File: src/design/hslsr_pkg.sv
`timescale 1ns / 1ps

package hslsr_pkg;

  // which channel holds the maximum, picks the hue base 0, 2 or 4
  localparam logic [1:0] BASE_RED   = 2'd0;
  localparam logic [1:0] BASE_GREEN = 2'd1;
  localparam logic [1:0] BASE_BLUE  = 2'd2;

  // per-item data that rides alongside the hue divider
  typedef struct packed {
    logic [1:0] base;   // max channel code
    logic       neg;    // hue ratio numerator is negative
    logic       gray;   // max equals min
    logic [7:0] k;      // 255 * (1 - |2L - 1|)
    logic [7:0] sat;    // new saturation code
    logic [8:0] sum;    // max + min
  } hslsr_side_t;

endpackage

File: src/design/hslsr_div.sv
`timescale 1ns / 1ps

module hslsr_div import hslsr_pkg::*; #(
  parameter int FRAC_BITS = 16
) (
  input  logic                 clk,
  input  logic                 rst_n,
  input  logic                 in_valid,
  input  logic [7:0]           in_num,
  input  logic [7:0]           in_den,
  input  hslsr_side_t          in_side,
  output logic                 out_valid,
  output logic [FRAC_BITS:0]   out_quot,
  output hslsr_side_t          out_side
);

  // round(num * 2^F / den) for num <= den, one quotient bit per stage
  localparam int QW = FRAC_BITS + 1;

  logic              valid_r [0:FRAC_BITS];
  logic [7:0]        rem_r   [0:FRAC_BITS];
  logic [7:0]        den_r   [0:FRAC_BITS];
  logic [QW-1:0]     quot_r  [0:FRAC_BITS];
  hslsr_side_t       side_r  [0:FRAC_BITS];

  logic              qtop_nxt;
  logic [7:0]        rem0_nxt;

  // integer bit: set only when num equals den
  assign qtop_nxt = (in_num >= in_den);
  assign rem0_nxt = qtop_nxt ? (in_num - in_den) : in_num;

  always_ff @(posedge clk) begin
    if (!rst_n) begin
      valid_r[0] <= 1'b0;
    end else begin
      valid_r[0] <= in_valid;
    end
  end

  always_ff @(posedge clk) begin
    rem_r[0]  <= rem0_nxt;
    den_r[0]  <= in_den;
    quot_r[0] <= {qtop_nxt, FRAC_BITS'(0)};
    side_r[0] <= in_side;
  end

  // fraction bits; the shifted-in dividend bits are those of floor(den / 2)
  for (genvar j = 1; j <= FRAC_BITS; j++) begin : g_step
    localparam int BIT = FRAC_BITS - j;
    logic          hb;
    logic [8:0]    shifted;
    logic [8:0]    trial;
    logic          ge;
    logic [7:0]    rem_nxt;
    logic [QW-1:0] quot_nxt;

    if (BIT < 7) begin : g_hb
      assign hb = den_r[j-1][BIT+1];
    end else begin : g_nohb
      assign hb = 1'b0;
    end

    assign shifted = {rem_r[j-1], hb};
    assign trial   = shifted - {1'b0, den_r[j-1]};
    assign ge      = (shifted >= {1'b0, den_r[j-1]});
    assign rem_nxt = ge ? trial[7:0] : shifted[7:0];

    always_comb begin
      quot_nxt      = quot_r[j-1];
      quot_nxt[BIT] = ge;
    end

    always_ff @(posedge clk) begin
      if (!rst_n) begin
        valid_r[j] <= 1'b0;
      end else begin
        valid_r[j] <= valid_r[j-1];
      end
    end

    always_ff @(posedge clk) begin
      rem_r[j]  <= rem_nxt;
      den_r[j]  <= den_r[j-1];
      quot_r[j] <= quot_nxt;
      side_r[j] <= side_r[j-1];
    end
  end

  assign out_valid = valid_r[FRAC_BITS];
  assign out_quot  = quot_r[FRAC_BITS];
  assign out_side  = side_r[FRAC_BITS];

endmodule

File: src/design/hslsr_front.sv
`timescale 1ns / 1ps

module hslsr_front import hslsr_pkg::*; (
  input  logic        clk,
  input  logic        rst_n,
  input  logic        in_valid,
  input  logic [7:0]  in_red,
  input  logic [7:0]  in_green,
  input  logic [7:0]  in_blue,
  input  logic [7:0]  in_sat,
  output logic        out_valid,
  output logic [7:0]  out_num,
  output logic [7:0]  out_den,
  output hslsr_side_t out_side
);

  logic        v0_r;
  logic [7:0]  red_r, green_r, blue_r, sat_r;

  logic        v1_r;
  logic [7:0]  num_r, den_r;
  hslsr_side_t side_r;

  logic [7:0]  mx, mn, opa, opb;
  logic [8:0]  sum;
  logic [8:0]  kwide;
  hslsr_side_t side_nxt;
  logic [7:0]  num_nxt;

  always_ff @(posedge clk) begin
    if (!rst_n) begin
      v0_r <= 1'b0;
      v1_r <= 1'b0;
    end else begin
      v0_r <= in_valid;
      v1_r <= v0_r;
    end
  end

  always_ff @(posedge clk) begin
    red_r   <= in_red;
    green_r <= in_green;
    blue_r  <= in_blue;
    sat_r   <= in_sat;
  end

  always_comb begin
    mx = red_r;
    if (green_r > mx) mx = green_r;
    if (blue_r > mx) mx = blue_r;
    mn = red_r;
    if (green_r < mn) mn = green_r;
    if (blue_r < mn) mn = blue_r;

    sum   = {1'b0, mx} + {1'b0, mn};
    kwide = (sum >= 9'd255) ? (9'd510 - sum) : sum;

    // red wins ties for the max, then green
    if (mx == red_r) begin
      side_nxt.base = BASE_RED;
      opa = green_r;
      opb = blue_r;
    end else if (mx == green_r) begin
      side_nxt.base = BASE_GREEN;
      opa = blue_r;
      opb = red_r;
    end else begin
      side_nxt.base = BASE_BLUE;
      opa = red_r;
      opb = green_r;
    end

    side_nxt.neg  = (opa < opb);
    side_nxt.gray = (mx == mn);
    side_nxt.k    = kwide[7:0];
    side_nxt.sat  = sat_r;
    side_nxt.sum  = sum;
    num_nxt       = side_nxt.neg ? (opb - opa) : (opa - opb);
  end

  always_ff @(posedge clk) begin
    num_r  <= num_nxt;
    den_r  <= mx - mn;
    side_r <= side_nxt;
  end

  assign out_valid = v1_r;
  assign out_num   = num_r;
  assign out_den   = den_r;
  assign out_side  = side_r;

endmodule

File: src/design/hslsr_back.sv
`timescale 1ns / 1ps

module hslsr_back import hslsr_pkg::*; #(
  parameter int FRAC_BITS = 16
) (
  input  logic               clk,
  input  logic               rst_n,
  input  logic               in_valid,
  input  logic [FRAC_BITS:0] in_quot,
  input  hslsr_side_t        in_side,
  output logic               out_valid,
  output logic [7:0]         out_red,
  output logic [7:0]         out_green,
  output logic [7:0]         out_blue
);

  localparam int HW = FRAC_BITS + 3;   // h6 in [0, 6)
  localparam int FW = FRAC_BITS + 1;   // factor in [0, 1]
  localparam int UW = 17;              // channel sums in 1/510 LSB
  localparam int PW = UW + FW;

  localparam logic [HW-1:0]  ONE_FX  = HW'(1) << FRAC_BITS;
  localparam logic [HW-1:0]  TWO_FX  = HW'(2) << FRAC_BITS;
  localparam logic [HW-1:0]  FOUR_FX = HW'(4) << FRAC_BITS;
  localparam logic [HW-1:0]  SIX_FX  = HW'(6) << FRAC_BITS;
  localparam logic [PW:0]    HALF_FX = (PW+1)'(1) << (FRAC_BITS - 1);

  // floor(y / 255) == (y * RECIP_255) >> RECIP_SHIFT for y < 2^16
  localparam logic [32:0]    RECIP_255   = 33'd65794;
  localparam int             RECIP_SHIFT = 24;
  localparam logic [UW-1:0]  UNIT_BIAS   = UW'(255);

  // hue sectors of h6
  localparam logic [2:0] SEC_RY = 3'd0;
  localparam logic [2:0] SEC_YG = 3'd1;
  localparam logic [2:0] SEC_GC = 3'd2;
  localparam logic [2:0] SEC_CB = 3'd3;
  localparam logic [2:0] SEC_BM = 3'd4;

  function automatic logic [7:0] to_chan(input logic [UW-1:0] u);
    logic [UW-1:0] biased;
    logic [32:0]   p;
    begin
      biased = u + UNIT_BIAS;
      p      = 33'(biased[UW-1:1]) * RECIP_255;
      return p[RECIP_SHIFT+7:RECIP_SHIFT];
    end
  endfunction

  logic v1_r, v2_r, v3_r, v4_r;

  // p1: hue, chroma and match in 1/510 LSB units
  logic [HW-1:0] q_ext, base_fx, h6_nxt, h6_r;
  logic [15:0]   ks;
  logic [UW-1:0] cu_nxt, match_nxt, cu_r, match_r;

  assign q_ext = HW'(in_quot);

  always_comb begin
    case (in_side.base)
      BASE_GREEN: base_fx = TWO_FX;
      BASE_BLUE:  base_fx = FOUR_FX;
      default:    base_fx = '0;
    endcase
    if (in_side.gray) begin
      h6_nxt = '0;
    end else if (in_side.neg) begin
      h6_nxt = (in_side.base == BASE_RED) ? (SIX_FX - q_ext) : (base_fx - q_ext);
    end else begin
      h6_nxt = base_fx + q_ext;
    end
    if (h6_nxt >= SIX_FX) h6_nxt = SIX_FX - ONE_FX + (ONE_FX - HW'(1));
  end

  assign ks        = 16'(in_side.k) * 16'(in_side.sat);
  assign cu_nxt    = {ks, 1'b0};
  assign match_nxt = UW'({in_side.sum, 8'b0}) - UW'(in_side.sum) - UW'(ks);

  always_ff @(posedge clk) begin
    h6_r    <= h6_nxt;
    cu_r    <= cu_nxt;
    match_r <= match_nxt;
  end

  // p2: factor = 1 - |(h6 mod 2) - 1|, times chroma
  logic [FW-1:0] t, factor;
  logic [2:0]    sector_r;
  logic [UW-1:0] cu2_r, match2_r;
  logic [PW-1:0] prod_r;

  assign t      = h6_r[FRAC_BITS:0];
  assign factor = t[FRAC_BITS] ? (~t + FW'(1)) : t;

  always_ff @(posedge clk) begin
    sector_r <= h6_r[FRAC_BITS+2:FRAC_BITS];
    cu2_r    <= cu_r;
    match2_r <= match_r;
    prod_r   <= PW'(cu_r) * PW'(factor);
  end

  // p3: round the second component, place by sector, add match
  logic [PW:0]   rnd;
  logic [UW-1:0] xu, cr, cg, cb;
  logic [UW-1:0] ured_r, ugrn_r, ublu_r;

  assign rnd = (PW+1)'(prod_r) + HALF_FX;
  assign xu  = rnd[FRAC_BITS+UW-1:FRAC_BITS];

  always_comb begin
    cr = '0;
    cg = '0;
    cb = '0;
    case (sector_r)
      SEC_RY: begin cr = cu2_r; cg = xu;    end
      SEC_YG: begin cr = xu;    cg = cu2_r; end
      SEC_GC: begin cg = cu2_r; cb = xu;    end
      SEC_CB: begin cg = xu;    cb = cu2_r; end
      SEC_BM: begin cr = xu;    cb = cu2_r; end
      default: begin cr = cu2_r; cb = xu;   end
    endcase
  end

  always_ff @(posedge clk) begin
    ured_r <= cr + match2_r;
    ugrn_r <= cg + match2_r;
    ublu_r <= cb + match2_r;
  end

  // p4: divide by 510, round half up
  logic [7:0] ored_r, ogrn_r, oblu_r;

  always_ff @(posedge clk) begin
    ored_r <= to_chan(ured_r);
    ogrn_r <= to_chan(ugrn_r);
    oblu_r <= to_chan(ublu_r);
  end

  always_ff @(posedge clk) begin
    if (!rst_n) begin
      v1_r <= 1'b0;
      v2_r <= 1'b0;
      v3_r <= 1'b0;
      v4_r <= 1'b0;
    end else begin
      v1_r <= in_valid;
      v2_r <= v1_r;
      v3_r <= v2_r;
      v4_r <= v3_r;
    end
  end

  assign out_valid = v4_r;
  assign out_red   = ored_r;
  assign out_green = ogrn_r;
  assign out_blue  = oblu_r;

endmodule

File: src/design/hsl_saturation_replace.sv
`timescale 1ns / 1ps
// channel   ports                                        handshake
// --------  -------------------------------------------  ----------------------------
// input     in_red, in_green, in_blue, in_new_saturation  start high, busy low
// result    out_red, out_green, out_blue                  out_valid high for one cycle
//
// one item enters per cycle; busy never rises, so start may stay high
// the hue divider spends one stage per quotient bit
// synchronous active-low reset clears every valid bit; items in flight are dropped
// results are strobed out and must be taken in the cycle they appear

module hsl_saturation_replace import hslsr_pkg::*; #(
  parameter int FRAC_BITS = 16
) (
  input  logic       clk,
  input  logic       rst_n,
  input  logic       start,
  output logic       busy,
  input  logic [7:0] in_red,
  input  logic [7:0] in_green,
  input  logic [7:0] in_blue,
  input  logic [7:0] in_new_saturation,
  output logic       out_valid,
  output logic [7:0] out_red,
  output logic [7:0] out_green,
  output logic [7:0] out_blue
);

  // front: input register, then max/min, chroma factor and hue numerator
  logic               fr_valid;
  logic [7:0]         fr_num, fr_den;
  hslsr_side_t        fr_side;

  // divider output: hue ratio with FRAC_BITS fraction bits
  logic               dv_valid;
  logic [FRAC_BITS:0] dv_quot;
  hslsr_side_t        dv_side;

  // fully pipelined, nothing ever holds the input off
  assign busy = 1'b0;

  hslsr_front u_front (
    .clk       (clk),
    .rst_n     (rst_n),
    .in_valid  (start & ~busy),
    .in_red    (in_red),
    .in_green  (in_green),
    .in_blue   (in_blue),
    .in_sat    (in_new_saturation),
    .out_valid (fr_valid),
    .out_num   (fr_num),
    .out_den   (fr_den),
    .out_side  (fr_side)
  );

  // restoring division, one bit per stage; the gray case is masked later
  hslsr_div #(
    .FRAC_BITS (FRAC_BITS)
  ) u_div (
    .clk       (clk),
    .rst_n     (rst_n),
    .in_valid  (fr_valid),
    .in_num    (fr_num),
    .in_den    (fr_den),
    .in_side   (fr_side),
    .out_valid (dv_valid),
    .out_quot  (dv_quot),
    .out_side  (dv_side)
  );

  // back end: hue assembly, sector mixing, divide by 510 and round
  hslsr_back #(
    .FRAC_BITS (FRAC_BITS)
  ) u_back (
    .clk       (clk),
    .rst_n     (rst_n),
    .in_valid  (dv_valid),
    .in_quot   (dv_quot),
    .in_side   (dv_side),
    .out_valid (out_valid),
    .out_red   (out_red),
    .out_green (out_green),
    .out_blue  (out_blue)
  );

endmodule

File: config.mk
export PLATFORM = sky130hd
export DESIGN_NAME = hsl_saturation_replace
export DESIGN_NICKNAME = d
export VERILOG_FILES = /design/src/design/hslsr_pkg.sv /design/src/design/hslsr_div.sv /design/src/design/hslsr_front.sv /design/src/design/hslsr_back.sv /design/src/design/hsl_saturation_replace.sv
export SDC_FILE = /design/constraint.sdc
export NUM_CORES = 2
export LEC_CHECK = 0
export ABC_AREA = 1
export BUFFER_PORTS_ARGS = -buffer_cell sky130_fd_sc_hd__buf_4
export CORE_MARGIN = 5
export CORE_UTILIZATION = 65
export DETAILED_ROUTE_END_ITERATION = 7
export PLACE_DENSITY = 0.82
export SETUP_SLACK_MARGIN = 0.1
export SYNTH_ARGS = -nofsm -noshare
export SYNTH_HDL_FRONTEND = slang
export SYNTH_SLANG_ARGS = --single-unit
File: constraint.sdc
create_clock -name clk -period 13.3 [get_ports clk]
set_input_delay 2.66 -clock clk [delete_from_list [all_inputs] [get_ports clk]]
set_output_delay 2.66 -clock clk [all_outputs]
set_load 0.02 [all_outputs]
==> flow_summary.ini <==
[status]
status = completed

[die]
start_util_pct = 65.73
fp.coreArea_sq_um = 79130
fp.dieArea_sq_um = 85770
die_w_microns = 292.9
pin_count = 61
die_y_microns = 292.9
rows = 103

[synthesis]
synthTopCellsByArea = dfxtp_1 44%, ha_1 14%, fa_1 10%, inv_1 6.4%, nand2_1 5.6%
synth_top_area_share_pct = 44.19
netlist_area_sq_um = 52010
avgSynthCellArea_sq_um = 9.533
ys.flop_type = dfxtp_1
synth_top_cell_by_area = dfxtp_1
yosysSeqAreaShare_pct = 44.19
synth_fp_nets = 6357
ys_ff_latch = 1148
synth_cell_types = 58
syn_inst = 5456
synth_common_cells = 1148 x dfxtp_1, 889 x inv_1, 771 x nand2_1, 599 x ha_1, 443 x nor2_1
yosys_warnings = 0
yosysMostFrequentCell = dfxtp_1
async_flop_share_pct = 0
synth_edf_count = 0

[timing]
setup_tns_ns = 0
worst_pin_slew_ns = 1.332
finalMaxSlewViolations = 0
fin_skew_ns = 0.05074
setup_viol = 0
max_freq_mhz = 124.1
maxSlewHeadroom_pct = 10.84
fin_crit_sh_pct = 60.56
hold_viol = 0
layout_min_cycle_time_ns = 8.055
rsz0062_at_grt = no

[route]
wl_microns = 111400
via_per_inst = 5.385
avgRoutedWirePerCell_microns = 16.66
drt.antenna.violating_nets = 0
first_pass_iters = 6
vias = 36010
remaining_drc_errors = 0
drtIter0Drc = 2182

[hold_path]
min-delay-start = u_div.quot_r[4][31]$_DFF_P_
min_path_type = flop to flop

[clock_network]
clk_pin_slew_worst_paths_ns = 0.07
post-cts-setup-buffers = 0
ctsResizeCount = 0
cts_tree = built
insertion_delay_ns = 0.69
cts_buffers = 105
cts.sinks = 1148
cts_hold_buf = 0
cts_root_buf = clkbuf_16
cts_buffer_depth = 3
cts_max_level = 3

[worst_setup_path]
reg2reg_from = u_back.h6_r[0]$_SDFF_PP1_
path_max_fanout = 17
path_class = flop to flop
crit_top_cell = inv_1
worst_path_largest_cell_delay_ns = 0.55
end_kind = flop
crit_start = u_back.h6_r[0]$_SDFF_PP1_
cp.arrival_ns = 8.59
required_ns = 13.83
startpoint_type = flop
cp_slowest_cell = fa_1

[placed_design]
gp_congestion = 0.9856
portBuffers = 59
dp_hpwl_microns = 79790
dp.cells = 6486

[grt]
grt_overflow = 0
antenna_found_initial = 0
grt_pass1_wl_microns = 181700
grt_max_degree = 29
grt_usage_pct = 25.79
first_global_vias = 36790

[layout]
area.sequential_sq_um = 22980
multi_input_area_sq_um = 25260
area_growth_syn_to_layout_pct = 10.17
drive_above_1_share_pct = 5.555
nNetsFinal = 6444
fillers = 5456
instances_no_fill = 6687

[run]
drv_cap = 0
[flip-flops by register name (all words and copies together) (netlist names), 17 cells and up]
| name | cells |
|---|---|
| u_div.side_r | 466 |
| u_div.quot_r | 153 |
| u_div.rem_r | 128 |
| u_div.den_r | 122 |
| u_front.out_side | 27 |
| u_back.h6_r | 19 |
| u_back.prod_r | 18 |
| u_back.match2_r | 17 |
| u_back.match_r | 17 |
| u_back.ublu_r | 17 |
| u_back.ugrn_r | 17 |
| u_back.ured_r | 17 |
| u_div.valid_r | 17 |
[through the flow]
| stage | setup WS, ns | hold slack [ns] | util (%) | cell area [sq um] |
|---|---|---|---|---|
| 2_1_floorplan | 6.133 | 0.3096 | - | 52010 |
| 3_3_place_gp | 5.470 | 0.3096 | 67.55 | 53450 |
| 3_5_place_dp | 5.347 | 0.3121 | 67.55 | 53450 |
| 4_1_cts | 5.265 | 0.3156 | 72.41 | 57290 |
| 5_1_grt | 4.565 | 0.3236 | 72.41 | 57290 |
| 6_report | 5.245 | 0.3124 | 72.41 | 57300 |
[worst max-delay path: cells and delay by family (launching register included)]
kind	cells	cell delay, ns
adders and majority gates	8	3.53
and+or+nand+nor	12	1.46
buffers and inverters	9	0.91
AOI/OAI and AO/OA	5	0.85
xor gates and xnor gates	2	0.66
DFF	1	0.52
[area by class of cell]
| type | count | share of cell area (%) |
|---|---|---|
| multi-input cells | 3313 | 44.08 |
| flip-flops and latches | 1148 | 40.11 |
| inverters | 911 | 5.968 |
| clock buffers | 140 | 5.254 |
| well taps | 1050 | 2.293 |
| clock inverters | 59 | 1.452 |
| repair buffers | 64 | 0.8385 |
| diodes | 2 | 0.008735 |
[routing by layer]
metal,up-vias,wire length (microns),global-route usage (%)
met5,-,0,0
met4,0,5698,12.32
met3,324,5235,3.215
met2,1103,56550,47.14
met1,17100,43950,30.02
li1,17480,-,-
[logic make-up (layout without fill, tap and decap cells)]
| kind of cell | Yosys count | after routing | share of synthesized area [%] |
|---|---|---|---|
| compound gates | 673 | 673 | 7.376 |
| xor+xnor | 278 | 278 | 4.681 |
| fa+ha+maj | 866 | 866 | 24.69 |
| buf+inv | 995 | 1174 | 7.255 |
| flops | 1148 | 1148 | 44.19 |
| other cells | 1 | 3 | 0.007210 |
| simple gates | 1495 | 1495 | 11.81 |
[path summary, 6_finish.rpt]
check / to / slack (ns) / cells after the start
min reg2reg: u_div.quot_r[5][14]$_DFF_P_ / 0.31 / 0
max reg2reg: u_back.prod_r[30]$_DFF_P_ / 5.25 / 36
max: u_back.prod_r[30]$_DFF_P_ / 5.25 / 36
min: u_div.quot_r[5][14]$_DFF_P_ / 0.31 / 0
[placed cells by master, fill, tap and decap left out, drive strengths merged, types with 60 or more instances in the layout]
cell type     n
buf          64
dfxtp      1148
nand2       788
clkbuf      140
fa          267
xnor2        60
a21oi       300
inv         912
ha          599
nand3       139
o21ai       195
xor2        218
nor2        448
Power is left out: the tool's default activity adds up to more than one toggle a clock period on the data nets, which glitch-free logic cannot reach.
